===== config.mk =====
export PLATFORM = sky130hd
export DESIGN_NAME = ptsplit_front
export DESIGN_NICKNAME = d
export VERILOG_FILES = /design/src/rtl/ptsplit_pkg.sv /design/src/rtl/ptsplit_front.sv
export SDC_FILE = /design/constraint.sdc
export NUM_CORES = 1
export LEC_CHECK = 0
export BUFFER_PORTS_ARGS = -buffer_cell sky130_fd_sc_hd__buf_2
export CORE_AREA = 2 2 212 214
export CTS_BUF_LIST = sky130_fd_sc_hd__clkbuf_16
export CTS_CLUSTER_DIAMETER = 150
export DETAILED_ROUTE_END_ITERATION = 8
export DIE_AREA = 0 0 214 216
export PLACE_DENSITY_LB_ADDON = 0.12
export SETUP_SLACK_MARGIN = 0.1
export SLEW_MARGIN = 0
export SYNTH_ARGS = -nofsm -noshare
export SYNTH_HDL_FRONTEND = slang
export SYNTH_SLANG_ARGS = --single-unit
export TNS_END_PERCENT = 20

===== constraint.sdc =====
create_clock -name clk -period 9.73 [get_ports clk]
set_clock_uncertainty 0.05 [all_clocks]
set_input_delay 0.4865 -clock clk [delete_from_list [all_inputs] [get_ports clk]]
set_output_delay 0.4865 -clock clk [all_outputs]
set_load 0.005 [all_outputs]

===== src/rtl/ptsplit_pkg.sv =====
// ============================================================================
// ptsplit_pkg: shared types and constants of the page translate split block
// Widths of the access and segment fields, table geometry, status codes and
// the item types passed between the front and back parts.
// ============================================================================
package ptsplit_pkg;

    // field widths
    localparam int VA_W     = 64;
    localparam int LEN_W    = 13;
    localparam int PHYS_W   = 26;
    localparam int STATUS_W = 2;

    // page geometry
    localparam int PAGE_BITS    = 18;
    localparam int PAGE_ENTRIES = 256;
    localparam int MAX_ACCESS   = 4096;
    localparam int TAG_W        = VA_W - PAGE_BITS;

    // tag table organization: rows of LANES tags compared together
    localparam int LANE_BITS = 3;
    localparam int LANES     = 1 << LANE_BITS;
    localparam int ROWS      = (PAGE_ENTRIES + LANES - 1) / LANES;
    localparam int ROW_W     = (ROWS > 1) ? $clog2(ROWS) : 1;
    localparam int ROW_CNT_W = $clog2(ROWS + 1);
    localparam int CNT_W     = $clog2(PAGE_ENTRIES + 1);
    localparam int SLOT_W    = $clog2(PAGE_ENTRIES);

    // status codes
    localparam logic [STATUS_W-1:0] STATUS_OK   = 2'd0;
    localparam logic [STATUS_W-1:0] STATUS_FULL = 2'd1;
    localparam logic [STATUS_W-1:0] STATUS_WRAP = 2'd2;

    // classified access handed from front to back
    typedef struct packed {
        logic             wrap;
        logic             split;
        logic [VA_W-1:0]  va0;
        logic [LEN_W-1:0] len0;
        logic [VA_W-1:0]  va1;
        logic [LEN_W-1:0] len1;
    } job_t;

    // one segment result
    typedef struct packed {
        logic [VA_W-1:0]     seg_virt;
        logic [PHYS_W-1:0]   seg_phys;
        logic [LEN_W-1:0]    seg_len;
        logic                seg_last;
        logic [STATUS_W-1:0] status;
    } res_t;

endpackage


===== src/rtl/ptsplit_front.sv =====
// ============================================================================
// ptsplit_front: access classification and job queue
// Normalizes the length, detects address wrap, splits the access at the
// page boundary and holds classified jobs in a two-entry queue.
// ============================================================================
module ptsplit_front (
    input  logic                          clk,
    input  logic                          rst_n,
    input  logic                          push,
    output logic                          full,
    input  logic [ptsplit_pkg::VA_W-1:0]  virt_addr,
    input  logic [ptsplit_pkg::LEN_W-1:0] byte_len,
    output logic                          job_valid,
    output ptsplit_pkg::job_t             job,
    input  logic                          job_pop
);
    import ptsplit_pkg::*;

    localparam int QDEPTH = 2;
    localparam int QPTR_W = $clog2(QDEPTH);
    localparam int QCNT_W = $clog2(QDEPTH + 1);
    localparam int ROOM_W = PAGE_BITS + 1;
    localparam int CMP_W  = (ROOM_W > LEN_W) ? ROOM_W : LEN_W;

    logic [LEN_W-1:0]     len_n;
    logic [LEN_W-1:0]     len_m1;
    logic [VA_W:0]        end_sum;
    logic [ROOM_W-1:0]    room;
    logic                 split;
    logic [LEN_W-1:0]     first_len;
    job_t                 job_in;
    logic                 q_push;
    logic                 q_pop;

    job_t                 q_mem_reg [QDEPTH];
    logic [QPTR_W-1:0]    wr_ptr_reg;
    logic [QPTR_W-1:0]    wr_ptr_next;
    logic [QPTR_W-1:0]    rd_ptr_reg;
    logic [QPTR_W-1:0]    rd_ptr_next;
    logic [QCNT_W-1:0]    cnt_reg;
    logic [QCNT_W-1:0]    cnt_next;

    // length clamp into 1..MAX_ACCESS
    always_comb
    begin
        if (byte_len == '0)
            len_n = LEN_W'(1);
        else if (byte_len > LEN_W'(MAX_ACCESS))
            len_n = LEN_W'(MAX_ACCESS);
        else
            len_n = byte_len;
    end

    // wrap check: carry out of the last byte address
    assign len_m1  = len_n - LEN_W'(1);
    assign end_sum = (VA_W + 1)'(virt_addr) + (VA_W + 1)'(len_m1);

    // bytes left in the first page and the split point
    assign room      = {1'b1, {PAGE_BITS{1'b0}}} - {1'b0, virt_addr[PAGE_BITS-1:0]};
    assign split     = CMP_W'(len_n) > CMP_W'(room);
    assign first_len = split ? LEN_W'(room) : len_n;

    always_comb
    begin
        job_in.wrap  = end_sum[VA_W];
        job_in.split = split;
        job_in.va0   = virt_addr;
        job_in.len0  = first_len;
        job_in.va1   = virt_addr + VA_W'(first_len);
        job_in.len1  = len_n - first_len;
    end

    // job queue control
    assign full      = (cnt_reg == QCNT_W'(QDEPTH));
    assign job_valid = (cnt_reg != '0);
    assign job       = q_mem_reg[rd_ptr_reg];
    assign q_push    = push && !full;
    assign q_pop     = job_pop && job_valid;

    always_comb
    begin
        wr_ptr_next = q_push ? wr_ptr_reg + QPTR_W'(1) : wr_ptr_reg;
        rd_ptr_next = q_pop ? rd_ptr_reg + QPTR_W'(1) : rd_ptr_reg;
        cnt_next    = cnt_reg + QCNT_W'(q_push) - QCNT_W'(q_pop);
    end

    always_ff @(posedge clk or negedge rst_n)
    begin
        if (!rst_n)
        begin
            wr_ptr_reg <= '0;
            rd_ptr_reg <= '0;
            cnt_reg    <= '0;
        end
        else
        begin
            wr_ptr_reg <= wr_ptr_next;
            rd_ptr_reg <= rd_ptr_next;
            cnt_reg    <= cnt_next;
        end
    end

    // job storage
    always_ff @(posedge clk)
    begin
        if (q_push)
            q_mem_reg[wr_ptr_reg] <= job_in;
    end

endmodule


**Word-level counts from Yosys, hierarchy flattened**

Memories as Yosys holds them, arrays and structs flattened.
Cells that the tools add are included.

- Reduce and logical (&&, ||, !) cells: 5
- Equal/unequal tests: 1
- Mux-type cells: 5
- Order comparisons: 2
- $add $sub $neg: 9

Operator list:

| cell | count |
|---|---|
| adder 64 x 13 -> 65 bit | 1 |
| adder 64 x 13 -> 64 bit | 1 |
| 2-to-1 mux 13 bit | 3 |
| greater-than comparator 13 x 19 -> 1 bit | 1 |
| subtractor 19 x 18 -> 19 bit, first input constant | 1 |
| greater-than comparator 13 bit, second input constant | 1 |
| zero test 13 bit | 1 |
| subtractor 13 x 1 -> 13 bit, second input constant | 1 |
| subtractor 13 bit | 1 |
| adder 1 bit, second input constant | 2 |
| adder 2 x 1 -> 2 bit | 1 |
| == test 2 bit, second input constant | 1 |
| logical AND 1 bit | 2 |
| 2-to-1 mux 1 bit | 2 |
| nonzero test 2 bit | 1 |
| subtractor 2 x 1 -> 2 bit | 1 |
| zero test 1 bit | 1 |

- RAM bits: 312
- Word-level logic and storage cells: 26
- Memories kept: 1
- Output and inout port bits: 158
- Flip-flop bits (word level): 4

Memories:

| name | depth | bits a word | rd ports | clocked after memory_dff | wr ports | RTL line | RTL |
|---|---|---|---|---|---|---|---|
| q_mem_reg | 2 | 156 | 1 | 0 | 1 | ptsplit_front.sv:35 | `job_t q_mem_reg [QDEPTH];` |

**Depth between registers and ports, before layout**

- Depth after elaboration: 6
- Mapped depth: 26
- Depth with buffers taken out: 23

**Least setup slack after synthesis**

No wires, ideal clock.

- Path type: in2reg
- From: input port push
- To: memory q_mem_reg[0][0] (netlist bit) (enable)
- Cell stages on the path: 2
- Setup time: 0.673 ns
- Setup slack: 1.956 ns
- Arrival: 7.050 ns
- Cells stage by stage: nand2_1 -> nor2_1

- Word-level cells in the longest chain between the ends: 3

RTL lines:

| element | RTL line | RTL |
|---|---|---|
| start, declared | ptsplit_front.sv:9 | `input logic push,` |
| logical AND 1 bit | ptsplit_front.sv:77 | `assign q_push = push && !full;` |
| 2-to-1 mux 1 bit | ptsplit_front.sv:106 | `if (q_push)` |
| 2-to-1 mux 1 bit (implied by the code) | ptsplit_front.sv:107 | `q_mem_reg[wr_ptr_reg] <= job_in;` |
| end, declared | ptsplit_front.sv:35 |  |

Every way passes these cells.

==> results.ini <==
[worst_hold_path]
holdPathStages = 1
hold_class = input pin to flip-flop

[cts]
ctsHtreeMaxLevel = 2
cts_setup_buffers = 0
clock-sinks = 316
cts_hold_buf = 1
root_buffer = clkbuf_16
ctsResizeCount = 0
clk-insertion-delay-late_ns = 0.53
numCtsBuffers = 37
clockBufferDepth = 3
cts.reportedPaths.clkPinSlew_ns = 0.06
cts_tree = done

[drt]
vias = 9445
totalWireLength_um = 39500
dr.pass1.iters = 7
wl_per_cell_um = 20.7
drc = 0
ant_nets = 0
vias_per_cell = 4.94
drt_iter0_markers = 495

[timing]
period_share = 0.623
relSlewSlack = 0.306
fmax_ghz = 0.165
worstMarginPinSlew_ns = 1.04
finalHoldViolations = 0
fin_crit_ns = 6.06
setup_viol_count_final = 0
rsz0062_at_grt = no
slew_viol_final = 0
layout_setup_ws_ns = 3.67
fin_setup_tns_ns = 0

[worst_setup_path]
r2r_slack_ns = 7.35
path_class = input pin to flip-flop
cp-end-kind = flip-flop
crit_required_ns = 9.94
startpoint_type = input pin
cp.arrival_ns = 6.27
r2r.worst_path.cells = 3
path_max_fanout = 26

[run]
maxCapViolCount = 0

[place]
routabilityCongestion = 0.802
place_ws_ns = 3.05
dp.cells = 1846
post-dp-hpwl_um = 27500
postPlaceCellArea_mm2 = 0.0171
io_buffers = 238

[synth]
synth_warnings = 0
ys.flop_type = edfxtp_1
seq_area_frac_synth = 0.622
ys_ff_latch = 316
ys_types = 64
netlist_area_mm2 = 0.0152
synth-async-reset-ratio = 0.0127
syn_avg_cell_area_um2 = 14.6
postSynthCellCount = 1041
syn_nets = 1179
synth-edff-count = 312

[finish]
num-nets-final = 1432
drive_gt1_frac = 0.369
layout_commonest_cell = edfxtp_1
largest_reg_flops = 312
area_growth_pct = 20.4
design_area_mm2 = 0.0183
finalNonFillerCells = 1911
layout_common_cells = edfxtp_1, buf_2, mux2_2
antenna_cells = 0

[outcome]
status = completed

[global_route]
grt_pass1_wl_um = 59600
antenna_found_initial = 0
grt_usage = 0.171
first_global_vias = 9650
grt_max_degree = 157
grt_overflow = 0

[floorplanning]
rows = 77
die_area_mm2 = 0.0462
start_util = 0.347
coreArea_mm2 = 0.0438
fp.dieH_um = 216
die_w_um = 214
ios = 239

[power_and_ir_drop]
peakVddDrop_uv = 158
power.leakage_uw = 0.00674
powerDensity_mw_per_mm2 = 257

[synth_stat cells (2+ instances only)]
master	count	area share
o311a_1	2	0.0013
nand3_1	36	0.012
edfxtp_1	312	0.62
a21o_1	12	0.0059
mux2_2	161	0.12
nor4b_1	2	0.0012
and3_1	14	0.0058
and4_1	3	0.0017
fa_1	2	0.0026
ha_1	55	0.045
clkbuf_1	27	0.0067
nand3b_1	3	0.0015
buf_4	2	0.00099
dfrtp_1	4	0.0066
nor3_2	4	0.0026
o21a_1	3	0.0015
o311ai_0	4	0.0023
mux2i_1	9	0.0059
o22ai_1	2	0.00082
xor2_1	38	0.022
nand2b_1	15	0.0062
inv_1	32	0.0079
nor2b_1	15	0.0062
mux2_4	4	0.0039
a211oi_1	4	0.0020
or3_1	5	0.0021
xnor2_1	55	0.032
nand2_1	29	0.0071
a21oi_1	29	0.0095
nor4_1	8	0.0033
or2_2	3	0.0012
buf_6	2	0.0015
nand4_1	27	0.011
and2_1	8	0.0033
nor2_1	36	0.0089
buf_1	2	0.00049
nor3_1	26	0.0085
o21bai_1	4	0.0020
o21ai_0	17	0.0056
[stage by stage]
step                      hold slack, ns  power (µW)   util
after floorplan                    0.141        2820      -
after detailed placement           0.248        3420  0.391
after global routing               0.128        4960  0.418
after CTS                         0.0988        4830  0.418
final                              0.148        4710  0.418
after global placement             0.251        3420  0.391
[final cells by class]
cell class              instances  area, µm²
well taps                     592        741
repair buffers                248       1280
flip-flops and latches        316       9470
clock inverters                25        226
multi-input cells             659       5530
clock buffers                  39        976
inverters                      32        120
fillers                      4116      25500
[critical path, cell delays in order]
cell and delay [ns]:
buf_2 0.17, nor4_4 0.40, nand2_1 0.19, or3_1 0.36, xor2_1 0.21, inv_1 0.07, ha_1 0.29, nand4_1 0.15
o32ai_1 0.28, o311ai_0 0.16, a21oi_2 0.27, and2_1 0.16, buf_4 0.33, o21ai_0 0.26, ha_1 0.26, inv_1 0.07
fa_1 0.21, nor2b_1 0.06, o21a_1 0.18, o21ai_0 0.30, a21oi_1 0.20, a21oi_4 0.79, nor3_1 0.17, xor2_1 0.20
[metal layers]
metal	vias up	routed length, µm	track usage
met2	228	20200	0.303
met1	4680	16700	0.212
li1	4484	-	-
met5	-	0	0
met3	53	1820	0.0354
met4	0	739	0.0431
[logic make-up (layout without fill, tap and decap cells)]
| kind of cell | Yosys count | count (layout) | share of synthesized area |
|---|---|---|---|
| fa+ha+maj | 57 | 57 | 0.0478 |
| simple gates | 246 | 246 | 0.0919 |
| xor+xnor | 93 | 93 | 0.0535 |
| buf+inv | 66 | 344 | 0.0178 |
| compound gates | 89 | 89 | 0.0384 |
| flops | 316 | 316 | 0.622 |
| mux | 174 | 174 | 0.129 |
[worst paths after layout]
| path | from | endpoint |
|---|---|---|
| min in group asynchronous | rst_n | rd_ptr_reg |
| max in group asynchronous | rst_n | rd_ptr_reg |
| worst min register to register | cnt_reg[1] | cnt_reg[1] |
| worst max-delay path | virt_addr[2] | q_mem_reg[1][53] |
| worst min-delay path | virt_addr[18] | q_mem_reg[0][108] |
| worst max register to register | cnt_reg[1] | q_mem_reg[1][49] |
[where the power goes]
part / switching [µW] / total [µW] / internal (µW) / leakage (µW)
Combinational: 762 / 1380 / 613 / 0.00319
Sequential: 81.0 / 1970 / 1890 / 0.00295
Clock: 539 / 1370 / 830 / 0.000608
No activity file was read; power rests on OpenSTA's default activity.
